### src/hdl/assert_macros.svh
// Assertion macros used by the scheduler top level.
`ifndef ASSERT_MACROS_SVH
`define ASSERT_MACROS_SVH

`ifndef SYNTH

// Clocked check, disabled while reset is asserted.
`define MCRQS_ASSERT(lbl, prop) \
    lbl: assert property (@(posedge clk) disable iff (!rst_n) (prop)) \
        else $error("scheduler assertion failed");

// Clocked check that also holds while reset is asserted.
`define MCRQS_ASSERT_ALWAYS(lbl, prop) \
    lbl: assert property (@(posedge clk) (prop)) \
        else $error("scheduler assertion failed during reset");

`else

`define MCRQS_ASSERT(lbl, prop)
`define MCRQS_ASSERT_ALWAYS(lbl, prop)

`endif

`endif

### src/hdl/mcrqs_pkg.sv
// Types and codes shared by the ready-queue scheduler modules.
`timescale 1ns / 1ps

package mcrqs_pkg;

    // event codes (yield and terminate take the plain dispatch path)
    localparam logic [2:0] OP_WAKE    = 3'd0;
    localparam logic [2:0] OP_PREEMPT = 3'd1;
    localparam logic [2:0] OP_IDLE    = 3'd4;

    // result actions
    localparam logic [1:0] ACT_NONE     = 2'd0;
    localparam logic [1:0] ACT_RUN      = 2'd1;
    localparam logic [1:0] ACT_RUN_IDLE = 2'd2;
    localparam logic [1:0] ACT_PREEMPT  = 2'd3;

    // scheduling mode; every other code queues in arrival order
    localparam logic [1:0] MODE_SRTF = 2'd2;

    // configuration register indexes
    localparam logic [1:0] CFG_MODE   = 2'd0;
    localparam logic [1:0] CFG_SLICE  = 2'd1;
    localparam logic [1:0] CFG_ACTIVE = 2'd2;

    typedef struct packed {
        logic [2:0]  operation;
        logic [1:0]  cpu;
        logic [15:0] proc_id;
        logic [15:0] time_left;
    } evt_t;

    typedef struct packed {
        logic [1:0]  action;
        logic [1:0]  target_cpu;
        logic [15:0] run_id;
        logic [15:0] slice_out;
        logic        queue_overflow;
    } res_t;

    // one ready queue entry
    typedef struct packed {
        logic [15:0] id;
        logic [15:0] tm;
    } qent_t;

    typedef struct packed {
        logic        we;
        logic        busy;
        logic [15:0] id;
        logic [15:0] tm;
    } cpu_wr_t;

    typedef struct packed {
        logic        busy;
        logic [15:0] id;
        logic [15:0] tm;
    } cpu_rd_t;

    typedef enum logic [3:0] {
        S_IDLE,
        S_DECODE,
        S_INS_SCAN,
        S_INS_TAIL,
        S_CPU_SCAN,
        S_CPU_CHK,
        S_DISP,
        S_POP,
        S_DONE
    } state_t;

endpackage

### src/hdl/mcrqs_ram.sv
// Generic simple dual-port RAM with registered read.
`timescale 1ns / 1ps

module mcrqs_ram #(
    parameter int WIDTH = 32,
    parameter int DEPTH = 16,
    localparam int AW = (DEPTH > 1) ? $clog2(DEPTH) : 1
) (
    input  logic             clk,
    input  logic             we,
    input  logic [AW-1:0]    waddr,
    input  logic [WIDTH-1:0] wdata,
    input  logic [AW-1:0]    raddr,
    output logic [WIDTH-1:0] rdata
);

    logic [WIDTH-1:0] mem [DEPTH];

    always_ff @(posedge clk)
    begin
        if (we)
        begin
            mem[waddr] <= wdata;
        end
        rdata <= mem[raddr];
    end

endmodule

### src/hdl/mcrqs_cpu_tab.sv
// Per-CPU running table: busy flags, running id and reported time.
`timescale 1ns / 1ps

module mcrqs_cpu_tab #(
    parameter int NUM_CPUS = 4,
    localparam int CPU_W = (NUM_CPUS > 1) ? $clog2(NUM_CPUS) : 1
) (
    input  logic                clk,
    input  logic                rst_n,
    input  logic [CPU_W-1:0]    idx,
    input  mcrqs_pkg::cpu_wr_t  wr,
    output mcrqs_pkg::cpu_rd_t  rd
);

    logic [NUM_CPUS-1:0] busy_reg;
    logic [15:0]         id_reg [NUM_CPUS];
    logic [15:0]         tm_reg [NUM_CPUS];

    always_ff @(posedge clk or negedge rst_n)
    begin
        if (!rst_n)
        begin
            busy_reg <= '0;
        end
        else if (wr.we)
        begin
            busy_reg[idx] <= wr.busy;
        end
    end

    // id/time only matter while busy
    always_ff @(posedge clk)
    begin
        if (wr.we && wr.busy)
        begin
            id_reg[idx] <= wr.id;
            tm_reg[idx] <= wr.tm;
        end
    end

    assign rd.busy = busy_reg[idx];
    assign rd.id   = id_reg[idx];
    assign rd.tm   = tm_reg[idx];

endmodule

### src/hdl/multi_cpu_ready_queue_scheduler_top.sv
// Top level of the multi-CPU ready-queue scheduler.
`timescale 1ns / 1ps

// Ready-queue scheduler for up to NUM_CPUS CPUs. Each event item (wake-up,
// preempt, yield, terminate, idle) yields exactly one result item. The queue
// is a circular buffer in a single RAM (QUEUE_DEPTH entries of id and time)
// walked by a small sequencer around one shared 16-bit comparator; the CPU
// table sits in flops. Only one event is in flight: evt_stall is high from
// acceptance until its result is loaded into the output register, and a
// result waiting on res_stall does not block the next event. An ignored
// event or a wake-up dropped on a full queue goes straight to the result;
// a FIFO/round-robin wake-up writes the queue tail; a dispatch pops the
// queue head, or reports idle on an empty queue; a preempt that requeues
// the running process writes the tail before its dispatch. SRTF insertion
// into a non-empty queue walks the queued entries in order, one RAM read
// per cycle, for the ordered insert; SRTF wake-up then scans the CPUs up
// to and including the first idle one, plus a final compare when every
// scanned CPU is busy. The sequencer returns to idle before the next event
// is taken. No memory clearing pass after reset. Config writes (sched_mode,
// slice_length, active_cpus) are registered.

`include "assert_macros.svh"

module multi_cpu_ready_queue_scheduler_top #(
    parameter int QUEUE_DEPTH = 16,
    parameter int NUM_CPUS    = 4
) (
    input  logic              clk,
    input  logic              rst_n,
    // event channel
    input  logic              evt_valid,
    output logic              evt_stall,
    input  mcrqs_pkg::evt_t   evt,
    // result channel
    output logic              res_valid,
    input  logic              res_stall,
    output mcrqs_pkg::res_t   res,
    // configuration
    input  logic              cfg_en,
    input  logic [1:0]        cfg_addr,
    input  logic [15:0]       cfg_data
);

    localparam int QW    = $clog2(QUEUE_DEPTH);
    localparam int CPU_W = (NUM_CPUS > 1) ? $clog2(NUM_CPUS) : 1;
    localparam logic [QW:0]   DEPTH_C = (QW + 1)'(QUEUE_DEPTH);
    localparam logic [QW-1:0] HEAD_MAX = QW'(QUEUE_DEPTH - 1);

    // configuration
    logic [1:0]  mode_reg, mode_next;
    logic [15:0] slice_reg, slice_next;
    logic [2:0]  active_reg, active_next;

    // sequencer
    mcrqs_pkg::state_t state_reg, state_next;
    mcrqs_pkg::evt_t   evt_reg, evt_next;
    logic [CPU_W-1:0]  cpu_idx_reg, cpu_idx_next;

    // queue bookkeeping
    logic [QW-1:0]     head_reg, head_next;
    logic [QW:0]       count_reg, count_next;
    logic [QW:0]       idx_reg, idx_next;
    logic              found_reg, found_next;
    mcrqs_pkg::qent_t  carry_reg, carry_next;
    mcrqs_pkg::qent_t  ins_reg, ins_next;

    // SRTF CPU scan
    logic [15:0]       longest_reg, longest_next;
    logic [CPU_W-1:0]  pick_reg, pick_next;

    // result build-up and output register
    logic [1:0]        act_reg, act_next;
    logic [1:0]        tgt_reg, tgt_next;
    logic [15:0]       rid_reg, rid_next;
    logic              ovf_reg, ovf_next;
    mcrqs_pkg::res_t   res_reg, res_next;
    logic              res_valid_reg, res_valid_next;

    // RAM ports
    logic              ram_we;
    logic [QW:0]       ram_wk;
    logic [QW:0]       ram_rk;
    mcrqs_pkg::qent_t  ram_wdata;
    logic [$bits(mcrqs_pkg::qent_t)-1:0] ram_rdata;
    mcrqs_pkg::qent_t  rd_q;

    // CPU table ports
    mcrqs_pkg::cpu_wr_t cpu_wr;
    mcrqs_pkg::cpu_rd_t cpu_rd;

    // shared comparator
    logic [15:0] cmp_a, cmp_b;
    logic        cmp_lt;

    logic              q_full, q_empty, q_last, srtf, cpu_ok, ins_now;
    logic              scan_last, res_load;
    logic [4:0]        scan_n;
    mcrqs_pkg::state_t ins_start;

    // logical queue slot -> RAM address
    function automatic logic [QW-1:0] q_phys(input logic [QW-1:0] h, input logic [QW:0] k);
        logic [QW:0] s;
        s = {1'b0, h} + k;
        if (s >= DEPTH_C)
        begin
            s = s - DEPTH_C;
        end
        return s[QW-1:0];
    endfunction

    mcrqs_ram #(
        .WIDTH ($bits(mcrqs_pkg::qent_t)),
        .DEPTH (QUEUE_DEPTH)
    ) u_queue_ram (
        .clk   (clk),
        .we    (ram_we),
        .waddr (q_phys(head_reg, ram_wk)),
        .wdata (ram_wdata),
        .raddr (q_phys(head_reg, ram_rk)),
        .rdata (ram_rdata)
    );

    mcrqs_cpu_tab #(
        .NUM_CPUS (NUM_CPUS)
    ) u_cpu_tab (
        .clk   (clk),
        .rst_n (rst_n),
        .idx   (cpu_idx_reg),
        .wr    (cpu_wr),
        .rd    (cpu_rd)
    );

    assign rd_q      = mcrqs_pkg::qent_t'(ram_rdata);
    assign q_full    = (count_reg == DEPTH_C);
    assign q_empty   = (count_reg == '0);
    assign q_last    = (idx_reg == count_reg - (QW + 1)'(1));
    assign srtf      = (mode_reg == mcrqs_pkg::MODE_SRTF);
    assign cpu_ok    = (int'(evt_reg.cpu) < NUM_CPUS);
    assign scan_n    = (5'(active_reg) > 5'(NUM_CPUS)) ? 5'(NUM_CPUS) : 5'(active_reg);
    assign scan_last = ((5'(cpu_idx_reg) + 5'd1) == scan_n);
    assign res_load  = !res_valid_reg || !res_stall;
    assign ins_start = (srtf && !q_empty) ? mcrqs_pkg::S_INS_SCAN : mcrqs_pkg::S_INS_TAIL;

    // Comparator operands. Slot 0 is taken only on a strictly shorter time;
    // later slots on the first time at least as long as the new one.
    always_comb
    begin
        cmp_a = '0;
        cmp_b = '0;
        case (state_reg)
            mcrqs_pkg::S_INS_SCAN:
            begin
                if (idx_reg == '0)
                begin
                    cmp_a = ins_reg.tm;
                    cmp_b = rd_q.tm;
                end
                else
                begin
                    cmp_a = rd_q.tm;
                    cmp_b = ins_reg.tm;
                end
            end
            mcrqs_pkg::S_CPU_SCAN:
            begin
                cmp_a = longest_reg;
                cmp_b = cpu_rd.tm;
            end
            mcrqs_pkg::S_CPU_CHK:
            begin
                cmp_a = ins_reg.tm;
                cmp_b = longest_reg;
            end
            default:
            begin
                cmp_a = '0;
                cmp_b = '0;
            end
        endcase
    end

    assign cmp_lt  = (cmp_a < cmp_b);
    assign ins_now = !found_reg && ((idx_reg == '0) ? cmp_lt : !cmp_lt);

    // configuration decode
    always_comb
    begin
        mode_next   = mode_reg;
        slice_next  = slice_reg;
        active_next = active_reg;
        if (cfg_en)
        begin
            unique case (cfg_addr)
                mcrqs_pkg::CFG_MODE:   mode_next   = cfg_data[1:0];
                mcrqs_pkg::CFG_SLICE:  slice_next  = cfg_data;
                mcrqs_pkg::CFG_ACTIVE: active_next = cfg_data[2:0];
                default:               ;
            endcase
        end
    end

    // next state
    always_comb
    begin
        state_next = state_reg;
        unique case (state_reg)
            mcrqs_pkg::S_IDLE:
            begin
                if (evt_valid)
                begin
                    state_next = mcrqs_pkg::S_DECODE;
                end
            end
            mcrqs_pkg::S_DECODE:
            begin
                if (evt_reg.operation == mcrqs_pkg::OP_WAKE)
                begin
                    state_next = q_full ? mcrqs_pkg::S_DONE : ins_start;
                end
                else if (evt_reg.operation > mcrqs_pkg::OP_IDLE || !cpu_ok)
                begin
                    state_next = mcrqs_pkg::S_DONE;
                end
                else if (evt_reg.operation == mcrqs_pkg::OP_PREEMPT && cpu_rd.busy && !q_full)
                begin
                    state_next = ins_start;
                end
                else
                begin
                    state_next = mcrqs_pkg::S_DISP;
                end
            end
            mcrqs_pkg::S_INS_SCAN:
            begin
                if (q_last)
                begin
                    state_next = mcrqs_pkg::S_INS_TAIL;
                end
            end
            mcrqs_pkg::S_INS_TAIL:
            begin
                if (evt_reg.operation == mcrqs_pkg::OP_WAKE)
                begin
                    state_next = (srtf && scan_n != '0) ? mcrqs_pkg::S_CPU_SCAN
                                                        : mcrqs_pkg::S_DONE;
                end
                else
                begin
                    state_next = mcrqs_pkg::S_DISP;
                end
            end
            mcrqs_pkg::S_CPU_SCAN:
            begin
                if (!cpu_rd.busy)
                begin
                    state_next = mcrqs_pkg::S_DONE;
                end
                else if (scan_last)
                begin
                    state_next = mcrqs_pkg::S_CPU_CHK;
                end
            end
            mcrqs_pkg::S_CPU_CHK:
            begin
                state_next = mcrqs_pkg::S_DONE;
            end
            mcrqs_pkg::S_DISP:
            begin
                state_next = q_empty ? mcrqs_pkg::S_DONE : mcrqs_pkg::S_POP;
            end
            mcrqs_pkg::S_POP:
            begin
                state_next = mcrqs_pkg::S_DONE;
            end
            mcrqs_pkg::S_DONE:
            begin
                if (res_load)
                begin
                    state_next = mcrqs_pkg::S_IDLE;
                end
            end
            default:
            begin
                state_next = mcrqs_pkg::S_IDLE;
            end
        endcase
    end

    // datapath and outputs
    always_comb
    begin
        evt_next       = evt_reg;
        cpu_idx_next   = cpu_idx_reg;
        head_next      = head_reg;
        count_next     = count_reg;
        idx_next       = idx_reg;
        found_next     = found_reg;
        carry_next     = carry_reg;
        ins_next       = ins_reg;
        longest_next   = longest_reg;
        pick_next      = pick_reg;
        act_next       = act_reg;
        tgt_next       = tgt_reg;
        rid_next       = rid_reg;
        ovf_next       = ovf_reg;
        res_next       = res_reg;
        res_valid_next = res_stall ? res_valid_reg : 1'b0;
        ram_we         = 1'b0;
        ram_wk         = '0;
        ram_wdata      = ins_reg;
        ram_rk         = '0;
        cpu_wr         = '0;

        unique case (state_reg)
            mcrqs_pkg::S_IDLE:
            begin
                if (evt_valid)
                begin
                    evt_next     = evt;
                    cpu_idx_next = CPU_W'(evt.cpu);
                end
            end
            mcrqs_pkg::S_DECODE:
            begin
                act_next   = mcrqs_pkg::ACT_NONE;
                tgt_next   = '0;
                rid_next   = '0;
                ovf_next   = 1'b0;
                idx_next   = '0;
                found_next = 1'b0;
                if (evt_reg.operation == mcrqs_pkg::OP_WAKE)
                begin
                    ovf_next = q_full;
                    ins_next = '{id: evt_reg.proc_id, tm: evt_reg.time_left};
                end
                else if (evt_reg.operation == mcrqs_pkg::OP_PREEMPT && cpu_ok && cpu_rd.busy)
                begin
                    // running entry goes back with its reported time
                    ovf_next = q_full;
                    ins_next = '{id: cpu_rd.id, tm: evt_reg.time_left};
                end
            end
            mcrqs_pkg::S_INS_SCAN:
            begin
                // read one slot ahead while rewriting the current one
                ram_rk   = idx_reg + (QW + 1)'(1);
                ram_wk   = idx_reg;
                idx_next = idx_reg + (QW + 1)'(1);
                if (ins_now)
                begin
                    ram_we     = 1'b1;
                    ram_wdata  = ins_reg;
                    carry_next = rd_q;
                    found_next = 1'b1;
                end
                else if (found_reg)
                begin
                    ram_we     = 1'b1;
                    ram_wdata  = carry_reg;
                    carry_next = rd_q;
                end
            end
            mcrqs_pkg::S_INS_TAIL:
            begin
                ram_we     = 1'b1;
                ram_wk     = count_reg;
                ram_wdata  = found_reg ? carry_reg : ins_reg;
                count_next = count_reg + (QW + 1)'(1);
                if (evt_reg.operation == mcrqs_pkg::OP_WAKE)
                begin
                    cpu_idx_next = '0;
                    longest_next = '0;
                    pick_next    = '0;
                end
            end
            mcrqs_pkg::S_CPU_SCAN:
            begin
                if (cpu_rd.busy)
                begin
                    if (cmp_lt)
                    begin
                        longest_next = cpu_rd.tm;
                        pick_next    = cpu_idx_reg;
                    end
                    if (!scan_last)
                    begin
                        cpu_idx_next = cpu_idx_reg + CPU_W'(1);
                    end
                end
            end
            mcrqs_pkg::S_CPU_CHK:
            begin
                if (cmp_lt)
                begin
                    act_next = mcrqs_pkg::ACT_PREEMPT;
                    tgt_next = 2'(pick_reg);
                end
            end
            mcrqs_pkg::S_DISP:
            begin
                tgt_next = evt_reg.cpu;
                if (q_empty)
                begin
                    act_next    = mcrqs_pkg::ACT_RUN_IDLE;
                    cpu_wr.we   = 1'b1;
                    cpu_wr.busy = 1'b0;
                end
            end
            mcrqs_pkg::S_POP:
            begin
                act_next    = mcrqs_pkg::ACT_RUN;
                rid_next    = rd_q.id;
                cpu_wr.we   = 1'b1;
                cpu_wr.busy = 1'b1;
                cpu_wr.id   = rd_q.id;
                cpu_wr.tm   = rd_q.tm;
                head_next   = (head_reg == HEAD_MAX) ? '0 : head_reg + QW'(1);
                count_next  = count_reg - (QW + 1)'(1);
            end
            mcrqs_pkg::S_DONE:
            begin
                if (res_load)
                begin
                    res_next.action         = act_reg;
                    res_next.target_cpu     = tgt_reg;
                    res_next.run_id         = rid_reg;
                    res_next.slice_out      = (act_reg == mcrqs_pkg::ACT_RUN ||
                                               act_reg == mcrqs_pkg::ACT_RUN_IDLE)
                                              ? slice_reg : 16'd0;
                    res_next.queue_overflow = ovf_reg;
                    res_valid_next          = 1'b1;
                end
            end
            default:
            begin
                res_next = res_reg;
            end
        endcase
    end

    always_ff @(posedge clk or negedge rst_n)
    begin
        if (!rst_n)
        begin
            state_reg     <= mcrqs_pkg::S_IDLE;
            mode_reg      <= '0;
            slice_reg     <= '0;
            active_reg    <= 3'd1;
            head_reg      <= '0;
            count_reg     <= '0;
            found_reg     <= 1'b0;
            res_valid_reg <= 1'b0;
        end
        else
        begin
            state_reg     <= state_next;
            mode_reg      <= mode_next;
            slice_reg     <= slice_next;
            active_reg    <= active_next;
            head_reg      <= head_next;
            count_reg     <= count_next;
            found_reg     <= found_next;
            res_valid_reg <= res_valid_next;
        end
    end

    always_ff @(posedge clk)
    begin
        evt_reg     <= evt_next;
        cpu_idx_reg <= cpu_idx_next;
        idx_reg     <= idx_next;
        carry_reg   <= carry_next;
        ins_reg     <= ins_next;
        longest_reg <= longest_next;
        pick_reg    <= pick_next;
        act_reg     <= act_next;
        tgt_reg     <= tgt_next;
        rid_reg     <= rid_next;
        ovf_reg     <= ovf_next;
        res_reg     <= res_next;
    end

    assign evt_stall = (state_reg != mcrqs_pkg::S_IDLE);
    assign res_valid = res_valid_reg;
    assign res       = res_reg;

    // queue occupancy never passes the RAM depth
    `MCRQS_ASSERT(a_count_bound, count_reg <= DEPTH_C)
    // occupancy moves only on a tail write or a pop
    `MCRQS_ASSERT(a_count_move, (count_reg != $past(count_reg)) |->
        ($past(state_reg) == mcrqs_pkg::S_INS_TAIL || $past(state_reg) == mcrqs_pkg::S_POP))
    // a new result appears only out of the completion state
    `MCRQS_ASSERT(a_res_from_done, $rose(res_valid_reg) |-> ($past(state_reg) == mcrqs_pkg::S_DONE))
    // an edge seen in reset leaves the sequencer idle with an empty queue and no valid result
    `MCRQS_ASSERT_ALWAYS(a_reset_idle, !rst_n |=>
        (state_reg == mcrqs_pkg::S_IDLE && count_reg == '0 && !res_valid_reg))

endmodule
### config.mk
export PLATFORM = sky130hd
export DESIGN_NAME = multi_cpu_ready_queue_scheduler_top
export DESIGN_NICKNAME = d
export VERILOG_FILES = /design/src/hdl/mcrqs_pkg.sv /design/src/hdl/mcrqs_ram.sv /design/src/hdl/mcrqs_cpu_tab.sv /design/src/hdl/multi_cpu_ready_queue_scheduler_top.sv
export VERILOG_INCLUDE_DIRS = /design/src /design/src/hdl
export SDC_FILE = /design/constraint.sdc
export NUM_CORES = 1
export LEC_CHECK = 0
export BUFFER_PORTS_ARGS = -buffer_cell sky130_fd_sc_hd__buf_4
export CAP_MARGIN = 10
export CORE_ASPECT_RATIO = 1.2
export CORE_MARGIN = 5
export CORE_UTILIZATION = 25
export DETAILED_ROUTE_END_ITERATION = 8
export GPL_TIMING_DRIVEN = 0
export PLACE_DENSITY = 0.47
export REMOVE_ABC_BUFFERS = 1
export SLEW_MARGIN = 20
export SYNTH_ARGS = -nofsm -noshare
export SYNTH_HDL_FRONTEND = slang
export SYNTH_SLANG_ARGS = --single-unit
### constraint.sdc
create_clock -name clk -period 11.7 [get_ports clk]
set_clock_uncertainty 0.2 [all_clocks]
set_input_delay 2.34 -clock clk [delete_from_list [all_inputs] [get_ports clk]]
set_output_delay 2.34 -clock clk [all_outputs]
set_load 0.005 [all_outputs]
==> results of run 1 <==
-- area by class of cell --
cell class	instances	area, um^2
clock buffers	143	2730
clock inverters	36	326.6
fillers	13410	96440
inverters	28	105.1
multi-input cells	689	8265
flip-flops and latches	898	26440
well taps	1824	2282
repair buffers	274	2484
-- routing by layer --
metal	global-route usage [%]	share of wire (%)	up-vias
met5	0	0	-
met4	4.446	3.3	0
met3	1.933	4.9	151
met2	20.72	49	525
met1	16.14	42	9398
li1	-	-	7552
-- power breakdown --
part | switching, mW | leakage (nW) | internal [mW]
clock network | 1.26 | 1.50 | 1.69
registers | 0.272 | 8.54 | 3.96
logic | 1.35 | 4.67 | 1.25
total | 2.88 | 14.7 | 6.90
-- worst max path at each step --
stage	endpoint	slack (ns)	cells past startpoint
2_1_floorplan	u_queue_ram.mem[0][0]	3.55	11
3_3_place_gp	u_queue_ram.mem[6][4]	-6.09	11
3_5_place_dp	u_queue_ram.mem[14][23]	4.70	18
4_1_cts	u_queue_ram.mem[14][23]	4.68	18
5_1_grt	u_queue_ram.mem[14][21]	4.39	18
6_report	u_queue_ram.mem[14][23]	4.69	18
-- synthesized netlist by cell type (all sizes together) (2+ instances only) --
library cell / number / area, um^2
a21o: 9 / 67.56
o22ai: 5 / 45.04
xnor2: 19 / 166.4
mux2i: 2 / 32.53
a41oi: 2 / 17.52
edfxtp: 824 / 24740
nand3b: 3 / 22.52
and3: 55 / 349.1
nor2b: 6 / 37.54
nor4b: 3 / 45.04
nor4: 10 / 62.56
a22oi: 4 / 30.03
a311oi: 2 / 23.77
nand4: 3 / 18.77
a22o: 3 / 26.28
dfrtp: 39 / 975.9
nor3: 13 / 65.06
or3: 2 / 12.51
fa: 2 / 40.04
mux2: 69 / 777.0
o2111ai: 2 / 17.52
inv: 28 / 105.1
o211ai: 2 / 15.01
a211oi: 16 / 120.1
buf: 13 / 76.32
mux4: 193 / 4347
ha: 30 / 375.4
a31oi: 2 / 12.51
dfxtp: 34 / 680.7
o21ai: 15 / 78.83
nand2b: 4 / 25.02
a21oi: 33 / 165.2
nand3: 11 / 55.05
nand2: 71 / 266.5
xor2: 9 / 78.83
and2: 34 / 212.7
nor2: 25 / 93.84
or4b: 2 / 23.77
clkbuf: 71 / 266.5
a222oi: 15 / 150.1
-- worst max-delay path, delay by kind of cell, from the launching register on --
family | cells | cell delay (ns)
compound gates | 6 | 1.34
fa+ha+maj | 1 | 0.23
buf+inv | 7 | 1.44
flops | 1 | 0.66
mux | 1 | 0.32
simple gates | 3 | 2.49
-- placed cells by master (no fill, tap or decap), drive strengths merged, types with 3 or more instances in the layout --
cell type,netlist,final
nand2,71,71
clkbuf,71,143
a22o,3,3
xor2,9,9
nor4b,3,3
edfxtp,824,824
inv,28,38
o21ai,15,15
nand3b,3,3
xnor2,19,19
o22ai,5,5
dfxtp,34,34
nand4,3,3
nor3,13,13
nand2b,4,4
a222oi,15,15
a21oi,33,33
and3,55,55
nor2,25,25
mux2,69,69
nor4,10,10
and2,34,34
mux4,193,193
ha,30,30
buf,13,274
a211oi,16,16
dfrtp,39,39
a22oi,4,4
a21o,9,9
bufinv,0,3
nor2b,6,6
clkinv,0,21
nand3,11,11
-- through the flow --
| step | hold WS, ns | TNS (ns) | power (mW) |
|---|---|---|---|
| 2_1_floorplan | 0.2003 | 0 | 6.039 |
| 3_3_place_gp | 0.2078 | -2344.39 | 7.048 |
| 3_5_place_dp | 0.2045 | 0 | 6.950 |
| 4_1_cts | 0.2114 | 0 | 9.938 |
| 5_1_grt | 0.2311 | 0 | 10.24 |
| 6_report | 0.2122 | 0 | 9.779 |
-- cells by family (layout without fill, tap and decap cells) --
group                    count (synthesis)  in the layout
AO/OA/AOI/OAI                          119            119
flip-flops                             898            898
buffers and inverters                  112            481
multiplexers                           264            264
AND/OR/NAND/NOR                        246            246
XOR/XNOR                                28             28
adder cells (fa/ha/maj)                 32             32
==> metrics.txt, run 1 <==
Final Non-Filler Cells=3892; DR iter-0 viols=1499; CTS max path bufs=3; vias per cell=4.529; pre-CTS setup slack=4.701 ns; total CTS buffers=96; max-cap viol count=0; Tot GR Track Use=12.31%; Hold Path Cell Cnt=0; HP Class=reg2reg; fin util=30.65%; hold endpoint=ins_reg[10]; IO buf count=98; Synth Cell Area=34890 um^2; CP most frequent cell=buf_2; asr flop ratio synth=4.454%; Synth Area in Adders=1.191%; post-synthesis compound-gate area fraction=2.514%; PnR worst setup slack=4.693 ns; f_max=142.7 MHz; worst setup path class=reg2reg; CP peak stage delay=1.04 ns; Avg Cell Area, Syn=20.54 um^2; DRC Markers=0; R2R cell count=18; crit path from=state_reg[2]; root buf cell=clkbuf_16; design area=42630 um^2; Leakage=14.70 nW; #FFs+latches synth=898; die area=147200 um^2; Area after DPL=39570 um^2; worst-path cell chain=buf_12 -> or4b_2 -> nor2_2 -> a222oi_1 -> inv_1 -> ha_1 -> a21oi_1 -> o21ai_0 -> a221oi_1 -> o21ai_0 -> a31o_4 -> mux2i_4 -> nor4_2 -> buf_2 -> buf_2 -> buf_2 -> buf_2 -> buf_4; fin. max-slew vios=0; Worst R2R Start=state_reg[2]; Layout area overhead=22.18%; Die Y=419.2 um; io pins=99; Synth cell types=62; initial antenna violation count=0; Die Width=351.0 um; Core Area=139100 um^2; type of origin of the critical path=flip-flop; CTS H-tree depth=3; number of setup violations in the final report=0; HPWL after DPL=63700 um; status=complete, no violations; routed via count=17630; # rows=150; post-synthesis mux area share=14.78%; Clock Latency Late Sink=0.70 ns; highest net fanout along the worst path=40; Synthesis Warnings=0; # Post-CTS Setup Buffers=0; pwr dens=229.4 nW/um^2; placed insts=3713; Post-CTS Resized=0; Initial Util=25.09%; TritonCTS clock tree=yes; number of synthesized flops with an enable pin=824; Hold Path Origin=evt_reg[10]; Largest register FFs=512; Post-Syn Instances=1699; GPL Wtd Cong=0.7642; ant diodes=0; Clock Sinks=898; Final #Nets=2079; DR pass1 iterations=5; CP endpoint kind=flip-flop; Post-Synth Simple-Gate Area=3.794%; unrepaired setup endpoints after global routing=false; VDD IR max=0.0001273 V; CP arrival=7.22 ns; Rel. slew slack=35.10%; Hold Fails Final Rpt=0; largest family of logic cells by synthesized area=multiplexers; sequential area share after synthesis=75.74%; ys flop type=edfxtp_1; reg-to-reg slack, setup=4.69 ns; DRT antenna net count=0; vias in the first global route=18700; layout cells sized above 1=35.15%; XOR/XNOR Fraction of Synth Area=0.7028%; gr ovfl total=0; first-pass GRT wire length=132300 um; crit path max-delay cell type=or4b_2; largest net degree at the start of global routing=43; hold_buf cts=0; Slew @ Worst Pin=0.9665 ns; reg2reg end=u_queue_ram.mem[14][23]; min Tclk post-route=7.007 ns; detailed-route wire length=91100 um; Avg WL per Cell=23.41 um; Worst Path Required=11.91 ns; period utilization=59.89%; clk slew on worst S/H paths=0.06 ns
No activity file was read; power rests on OpenSTA's default activity.
==> run 2: changes to the inputs <==
==> constraint.sdc (replaced) <==
create_clock -name clk -period 7.25 [get_ports clk]
set_clock_uncertainty 0.2 [all_clocks]
set_input_delay 1.45 -clock clk [delete_from_list [all_inputs] [get_ports clk]]
set_output_delay 1.45 -clock clk [all_outputs]
set_load 0.005 [all_outputs]
==> run 2 against run 1 <==
Utilization about the same. Setup slack worse by 4.3 ns. First-iteration DRC count up 2.7%. Final area is essentially flat. Critical endpoint unchanged.
==> metrics.txt, run 2 (synthesis results as in run 1) <==
Largest register FFs=512 (unchanged); Filler Cells Inserted=13410 (about the same); detailed-route wire length=91090 um (was 91100 um); Hold Path Cell Cnt=0 (unchanged); vias in the first global route=18700 (unchanged); DRT antenna net count=0 (unchanged); layout cells sized above 1=35.15% (unchanged); sequential share of power=43.2% (was 43.3%); worst setup path class=reg2reg (unchanged); Layout area overhead=22.19% (was 22.18%); status=complete, no violations (unchanged); DRC Markers=0 (unchanged); Multi-input gate area=8270 um^2 (was 8265 um^2); die area=147200 um^2 (unchanged); cell-internal power=11.13 mW (was 6.898 mW); type of origin of the critical path=flip-flop (unchanged); Leakage=14.70 nW (about the same); fin. max-slew vios=0 (unchanged); gr ovfl total=0 (unchanged); switching power=4.654 mW (was 2.881 mW); f_max=145.8 MHz (was 142.7 MHz); Initial Util=25.09% (unchanged); Slew @ Worst Pin=0.9756 ns (was 0.9665 ns); clk slew on worst S/H paths=0.06 ns (about the same); VDD IR max=0.0002069 V (was 0.0001273 V); DR pass1 iterations=5 (unchanged); initial antenna violation count=0 (unchanged); HPWL after DPL=63700 um (unchanged); total CTS buffers=96 (unchanged); # rows=150 (unchanged); fin util=30.66% (was 30.65%); R2R cell count=18 (unchanged); DR iter-0 viols=1539 (was 1499); period utilization=94.57% (was 59.89%); min Tclk post-route=6.857 ns (was 7.007 ns); # Post-CTS Setup Buffers=0 (unchanged); CP arrival=7.07 ns (was 7.22 ns); reg-to-reg slack, setup=0.39 ns (was 4.69 ns); Die Y=419.2 um (unchanged); first-pass GRT wire length=132300 um (unchanged); Hold Fails Final Rpt=0 (unchanged); GPL Wtd Cong=0.7642 (unchanged); worst hold slack=0.2119 ns (was 0.2122 ns); IO buf count=98 (unchanged); commonest non-fill, non-tap cell in the layout=edfxtp_1 (unchanged); pre-CTS setup slack=0.2508 ns (was 4.701 ns); largest net degree at the start of global routing=43 (unchanged); Clock Sinks=898 (unchanged); HP Class=reg2reg (unchanged); Clk pwr share=30.2% (about the same); Final #Nets=2079 (unchanged); Clock Latency Late Sink=0.70 ns (about the same); PnR worst setup slack=0.3933 ns (was 4.693 ns); critical path capture point=u_queue_ram.mem[14][23] (unchanged); highest net fanout along the worst path=40 (unchanged); crit path from=state_reg[2] (unchanged); Worst R2R Start=state_reg[2] (unchanged); Register Area=26440 um^2 (unchanged); root buf cell=clkbuf_16 (unchanged); Avg WL per Cell=23.40 um (was 23.41 um); number of setup violations in the final report=0 (unchanged); pwr dens=370.3 nW/um^2 (was 229.4 nW/um^2); Logic pwr share=26.6% (was 26.5%); Die Width=351.0 um (unchanged); CTS H-tree depth=3 (unchanged); Worst Path Required=7.46 ns (was 11.91 ns); CTS max path bufs=3 (unchanged); io pins=99 (unchanged); total chip power=15.79 mW (was 9.779 mW); routed via count=17650 (was 17630); reg2reg end=u_queue_ram.mem[14][23] (unchanged); vias per cell=4.536 (was 4.529); Sw Ratio=29.48% (was 29.46%); ant diodes=0 (unchanged); unrepaired setup endpoints after global routing=false (unchanged); Core Area=139100 um^2 (unchanged); max-cap viol count=0 (unchanged); TritonCTS clock tree=yes (unchanged); Rel. slew slack=34.49% (was 35.10%); Tot GR Track Use=12.31% (unchanged); most frequent cells in the layout=edfxtp_1, mux4_2, buf_4 (unchanged); CP endpoint kind=flip-flop (unchanged)
## run 2: changes by cell type in the layout (fill, tap and decap cells not counted)
cell	change
nor2_2	-1
nor2_4	+1
## run 2: through the flow
step	setup TNS, ns	cell area [um^2]	instances
after floorplan	-259.57	34550	1615
after global placement	-5107.66	37570	3537
after detailed placement	0	39570	3713
after CTS	0	42630	3892
after global routing	0	42640	3892
final	0	42640	3892
## run 2: cell type report
| type | count | share of cell area [%] |
|---|---|---|
| Tap cell | 1824 | 5.353 |
| Inverter | 28 | 0.2465 |
| Clock inverter | 36 | 0.7659 |
| Timing Repair Buffer | 274 | 5.825 |
| Multi-Input combinational cell | 689 | 19.40 |
| Clock buffer | 143 | 6.403 |
| Sequential cell | 898 | 62.01 |
## run 2: worst max-delay path, stage by stage, from the launching register on
cell      delay, ns
dfrtp_4        0.66
buf_12         0.26
or4b_2         1.05
o22ai_4        0.71
a222oi_1       0.15
inv_1          0.10
ha_1           0.23
a21oi_1        0.24
o21ai_0        0.14
a221oi_1       0.29
o21ai_0        0.17
a31o_4         0.30
mux2i_4        0.32
nor4_2         0.63
buf_2          0.31
buf_2          0.20
buf_2          0.20
buf_2          0.21
buf_4          0.17
## run 2: how the worst min path moves through the flow
| stage | start | endpoint |
|---|---|---|
| 4_1_cts | evt_reg[10] | ins_reg[10] |
| 2_1_floorplan | evt_reg[0] | ins_reg[0] |
| 3_5_place_dp | evt_reg[1] | ins_reg[1] |
| 6_report | evt_reg[10] | ins_reg[10] |
| 5_1_grt | rid_reg[6] | res[23] |
| 3_3_place_gp | evt_reg[13] | ins_reg[13] |
## run 2: metal layers
metal | track usage [%] | vias up | routed length, um
met5 | 0 | - | 0
met4 | 4.446 | 0 | 2950
met3 | 1.933 | 148 | 4187
met2 | 20.72 | 500 | 45120
met1 | 16.14 | 9446 | 38830
li1 | - | 7559 | -
## run 2: power by group through the flow
| stage | clock [mW] | sequential [mW] | combinational, mW |
|---|---|---|---|
| floorplan | 0 | 6.76 | 2.98 |
| global placement | 0 | 7.04 | 4.06 |
| detailed placement | 0 | 6.94 | 4.27 |
| CTS | 4.91 | 6.84 | 4.29 |
| global route | 5.12 | 6.89 | 4.52 |
| finish | 4.77 | 6.83 | 4.19 |
## run 2: timing repair
action / CTS / global route
gates resized for setup: 0 / 1
hold buffers: 0 / 0
endpoints found under the setup margin: 0 / 4
==> run 3: changes to the inputs <==
--- a/config.mk
+++ b/config.mk
@@ -6,6 +6,7 @@
 export SDC_FILE = /design/constraint.sdc
 export NUM_CORES = 1
 export LEC_CHECK = 0
+export ABC_AREA = 1
 export BUFFER_PORTS_ARGS = -buffer_cell sky130_fd_sc_hd__buf_4
 export CAP_MARGIN = 10
 export CORE_ASPECT_RATIO = 1.2
@@ -14,6 +15,7 @@
 export DETAILED_ROUTE_END_ITERATION = 8
 export GPL_TIMING_DRIVEN = 0
 export PLACE_DENSITY = 0.47
+export RECOVER_POWER = 100
 export REMOVE_ABC_BUFFERS = 1
 export SLEW_MARGIN = 20
 export SYNTH_ARGS = -nofsm -noshare
==> run 3 against run 2 <==
The flow now finishes with violations (capacitance limit, slew limit). Global-route usage grew 0.18 points. Worst hold slack got worse by 0.012 ns. Die area is 3.4% higher. Area after synthesis rose by 3.5%. First-iteration DRC count is 4.8% lower. Maximum frequency rose by 7.9%. Sequential power rose by 0.6%. Largest cell class unchanged. Highest routed layer unchanged.
==> metrics.txt, run 3 <==
unrepaired setup endpoints after global routing=false (unchanged); Post-Syn Instances=2738 (was 1699); highest net fanout along the worst path=77 (was 40); number of synthesized flops with an enable pin=824 (unchanged); Synth cell types=43 (was 62); vias per cell=4.406 (was 4.536); DRT antenna net count=0 (unchanged); area leader, netlist=edfxtp_1 (unchanged); hold_buf cts=0 (unchanged); fin. max-slew vios=149 (was 0); detailed-route wire length=96670 um (was 91090 um); first-pass GRT wire length=141800 um (was 132300 um); CP arrival=6.66 ns (was 7.07 ns); period utilization=87.63% (was 94.57%); Initial Util=25.19% (was 25.09%); Synth area leaders=edfxtp_1, o21ai_0, mux2i_1 (was edfxtp_1, mux4_2, dfrtp_1); sequential share of power=40.7% (was 43.2%); Synth top area share=68.49% (was 70.91%); die area=152200 um^2 (was 147200 um^2); critical path's top delay family=buffers and inverters (was compound AO/OA/AOI/OAI gates); Logic pwr share=31.3% (was 26.6%); CP endpoint kind=flip-flop (unchanged); Post-CTS Resized=0 (unchanged); worst-path cell chain=nor2_1 -> nand2_1 -> nor2_1 -> ha_4 -> inv_1 -> fa_1 -> buf_16 -> buf_16 -> inv_1 -> buf_16 -> o211ai_1 -> a21oi_1 -> a31oi_1 (was buf_12 -> or4b_2 -> o22ai_4 -> a222oi_1 -> inv_1 -> ha_1 -> a21oi_1 -> o21ai_0 -> a221oi_1 -> o21ai_0 -> a31o_4 -> mux2i_4 -> nor4_2 -> buf_2 -> buf_2 -> buf_2 -> buf_2 -> buf_4); XOR/XNOR Fraction of Synth Area=0.3602% (was 0.7028%); Avg Cell Area, Syn=13.19 um^2 (was 20.54 um^2); CTS H-tree depth=3 (unchanged); Die Width=357.0 um (was 351.0 um); Slew @ Worst Pin=2.469 ns (was 0.9756 ns); post-synthesis mux area share=4.326% (was 14.78%); #FFs+latches synth=898 (unchanged); pre-CTS setup slack=1.027 ns (was 0.2508 ns); initial antenna violation count=2 (was 0); worst path bufs/invs=5 (was 7); CP peak stage delay=1.57 ns (was 1.05 ns); Largest register FFs=512 (unchanged); TNS Setup=0 ns (unchanged); root buf cell=clkbuf_16 (unchanged); worst setup path class=reg2reg (unchanged); crit path max-delay cell type=inv_1 (was or4b_2); ys flop type=edfxtp_1 (unchanged); failing checks=capacitance limit, slew limit; min Tclk post-route=6.353 ns (was 6.857 ns); top-count cell post-synth=edfxtp_1 (unchanged); VDD IR max=0.0002315 V (was 0.0002069 V); post-synthesis compound-gate area fraction=10.56% (was 2.514%); largest net degree at the start of global routing=78 (was 43); Clock Sinks=898 (unchanged); reg-to-reg slack, setup=0.90 ns (was 0.39 ns); max-cap viol count=5 (was 0); IO buf count=98 (unchanged); Leakage=15.29 nW (was 14.70 nW); CTS max path bufs=3 (unchanged); Final #Nets=2932 (was 2079); Synth Area in Adders=1.150% (was 1.191%); DR iter-0 viols=1465 (was 1539); # Post-CTS Setup Buffers=0 (unchanged); commonest non-fill, non-tap cell in the layout=edfxtp_1 (unchanged); cell-internal power=11.01 mW (was 11.13 mW); clk slew on worst S/H paths=0.06 ns (about the same); vias in the first global route=21350 (was 18700); gr ovfl total=0 (unchanged); GPL Wtd Cong=0.7272 (was 0.7642); switching power=5.869 mW (was 4.654 mW); HPWL after DPL=55650 um (was 63700 um); number of setup violations in the final report=0 (unchanged); synth cell count leaders=edfxtp_1, o21ai_0, nor2_1 (was edfxtp_1, mux4_2, clkbuf_1, nand2_1, mux2_2); type of origin of the critical path=flip-flop (unchanged); DR pass1 iterations=5 (unchanged); Filler Cells Inserted=14550 (was 13410); Hold Fails Final Rpt=0 (unchanged); DRC Markers=0 (unchanged); CP most frequent cell=buf_16 (was buf_2); Clock Latency Late Sink=0.71 ns (was 0.70 ns); f_max=157.4 MHz (was 145.8 MHz); sequential area share after synthesis=73.15% (was 75.74%); layout cells sized above 1=10.07% (was 35.15%); # rows=152 (was 150); Synthesis Warnings=0 (unchanged); io pins=99 (unchanged); pwr dens=395.2 nW/um^2 (was 370.3 nW/um^2); largest family of logic cells by synthesized area=compound AO/OA/AOI/OAI gates (was multiplexers); status=complete, but fails checks (was complete, no violations); total CTS buffers=93 (was 96); routed via count=21350 (was 17650); Tot GR Track Use=12.49% (was 12.31%); Layout area overhead=18.19% (was 22.19%); most frequent cells in the layout=edfxtp_1, o21ai_0, nor2_1 (was edfxtp_1, mux4_2, buf_4); Core Area=143400 um^2 (was 139100 um^2); Post-Synth Simple-Gate Area=6.023% (was 3.794%); Avg WL per Cell=19.94 um (was 23.40 um); PnR worst setup slack=0.8966 ns (was 0.3933 ns); TritonCTS clock tree=yes (unchanged); Die Y=426.4 um (was 419.2 um); Rel. slew slack=-64.58% (was 34.49%); Sw Ratio=34.78% (was 29.48%); Synth Cell Area=36130 um^2 (was 34890 um^2); Clk pwr share=28.0% (was 30.2%); Worst Path Required=7.56 ns (was 7.46 ns); asr flop ratio synth=4.454% (unchanged); HP Class=reg2reg (unchanged)
[run 3: changes by cell type after synthesis, moves of 64 or more]
cell      before  now
nand2_1       71  193
nor2_1        25  286
o211ai_1       2   66
mux2i_1        1  128
inv_1         28  248
a21oi_1       33  229
o21ai_0       14  296
mux4_2       193    0
[run 3: metal layers]
layer / vias to the layer above / routed length (um) / track usage, %
met5: - / 0 / 0
met4: 0 / 2684 / 4.249
met3: 142 / 4300 / 2.050
met2: 446 / 46490 / 21.11
met1: 10680 / 43190 / 16.30
li1: 10090 / - / -
[run 3: path summary, 6_finish.rpt]
kind,start,to,cells after the start
min in group asynchronous,rst_n,slice_reg[12],1
hold reg to reg,evt_reg[0],ins_reg[0],0
max in group asynchronous,rst_n,head_reg[0],1
hold / removal,evt_reg[0],ins_reg[0],0
setup reg to reg,state_reg[3],u_queue_ram.rdata[12],13
setup / recovery,state_reg[3],u_queue_ram.rdata[12],13
[run 3: final cells by class]
| class | instances | area, um^2 | area share (%) |
|---|---|---|---|
| flip-flops and latches | 898 | 26430 | 61.90 |
| multi-input cells | 1426 | 8092 | 18.95 |
| clock buffers | 129 | 2552 | 5.978 |
| well taps | 1925 | 2409 | 5.641 |
| repair buffers | 147 | 1680 | 3.936 |
| inverters | 274 | 1075 | 2.517 |
| clock inverters | 47 | 457.9 | 1.073 |
| diodes | 1 | 2.502 | 0.005861 |
[run 3: power by group through the flow]
stage	sequential (mW)	clock [mW]	combinational, mW
final	6.87	4.73	5.28
after global routing	6.93	5.07	5.90
after CTS	6.88	4.87	5.52
after detailed placement	6.98	0	5.50
after global placement	7.08	0	4.75
after floorplan	6.88	0	3.33
[run 3: metrics by stage]
stage	util, %	power, mW	hold slack, ns	cells	cell area (um^2)
after floorplan	-	10.21	0.2003	2598	35550
after global placement	26.99	11.83	0.2054	4621	38700
after detailed placement	27.99	12.48	0.2045	4670	40140
after CTS	30.09	17.27	0.2084	4846	43150
after global routing	29.77	17.89	0.2251	4847	42700
final	29.77	16.88	0.2001	4847	42700
[run 3: kinds of logic after synthesis]
group	count (synthesis)
AOI/OAI and AO/OA	686
xor gates and xnor gates	14
adders and majority gates	32
buffers and inverters	414
DFF	898
muxes	153
and+or+nand+nor	541
[run 3: worst register-to-register path: stages, from the launching register on]
cell	delay [ns]
dfrtp_1	0.42
nor2_1	0.38
nand2_1	0.54
nor2_1	0.44
ha_4	0.19
inv_1	0.05
fa_1	0.84
buf_16	0.36
buf_16	0.24
inv_1	1.61
buf_16	0.41
o211ai_1	0.24
a21oi_1	0.19
a31oi_1	0.07
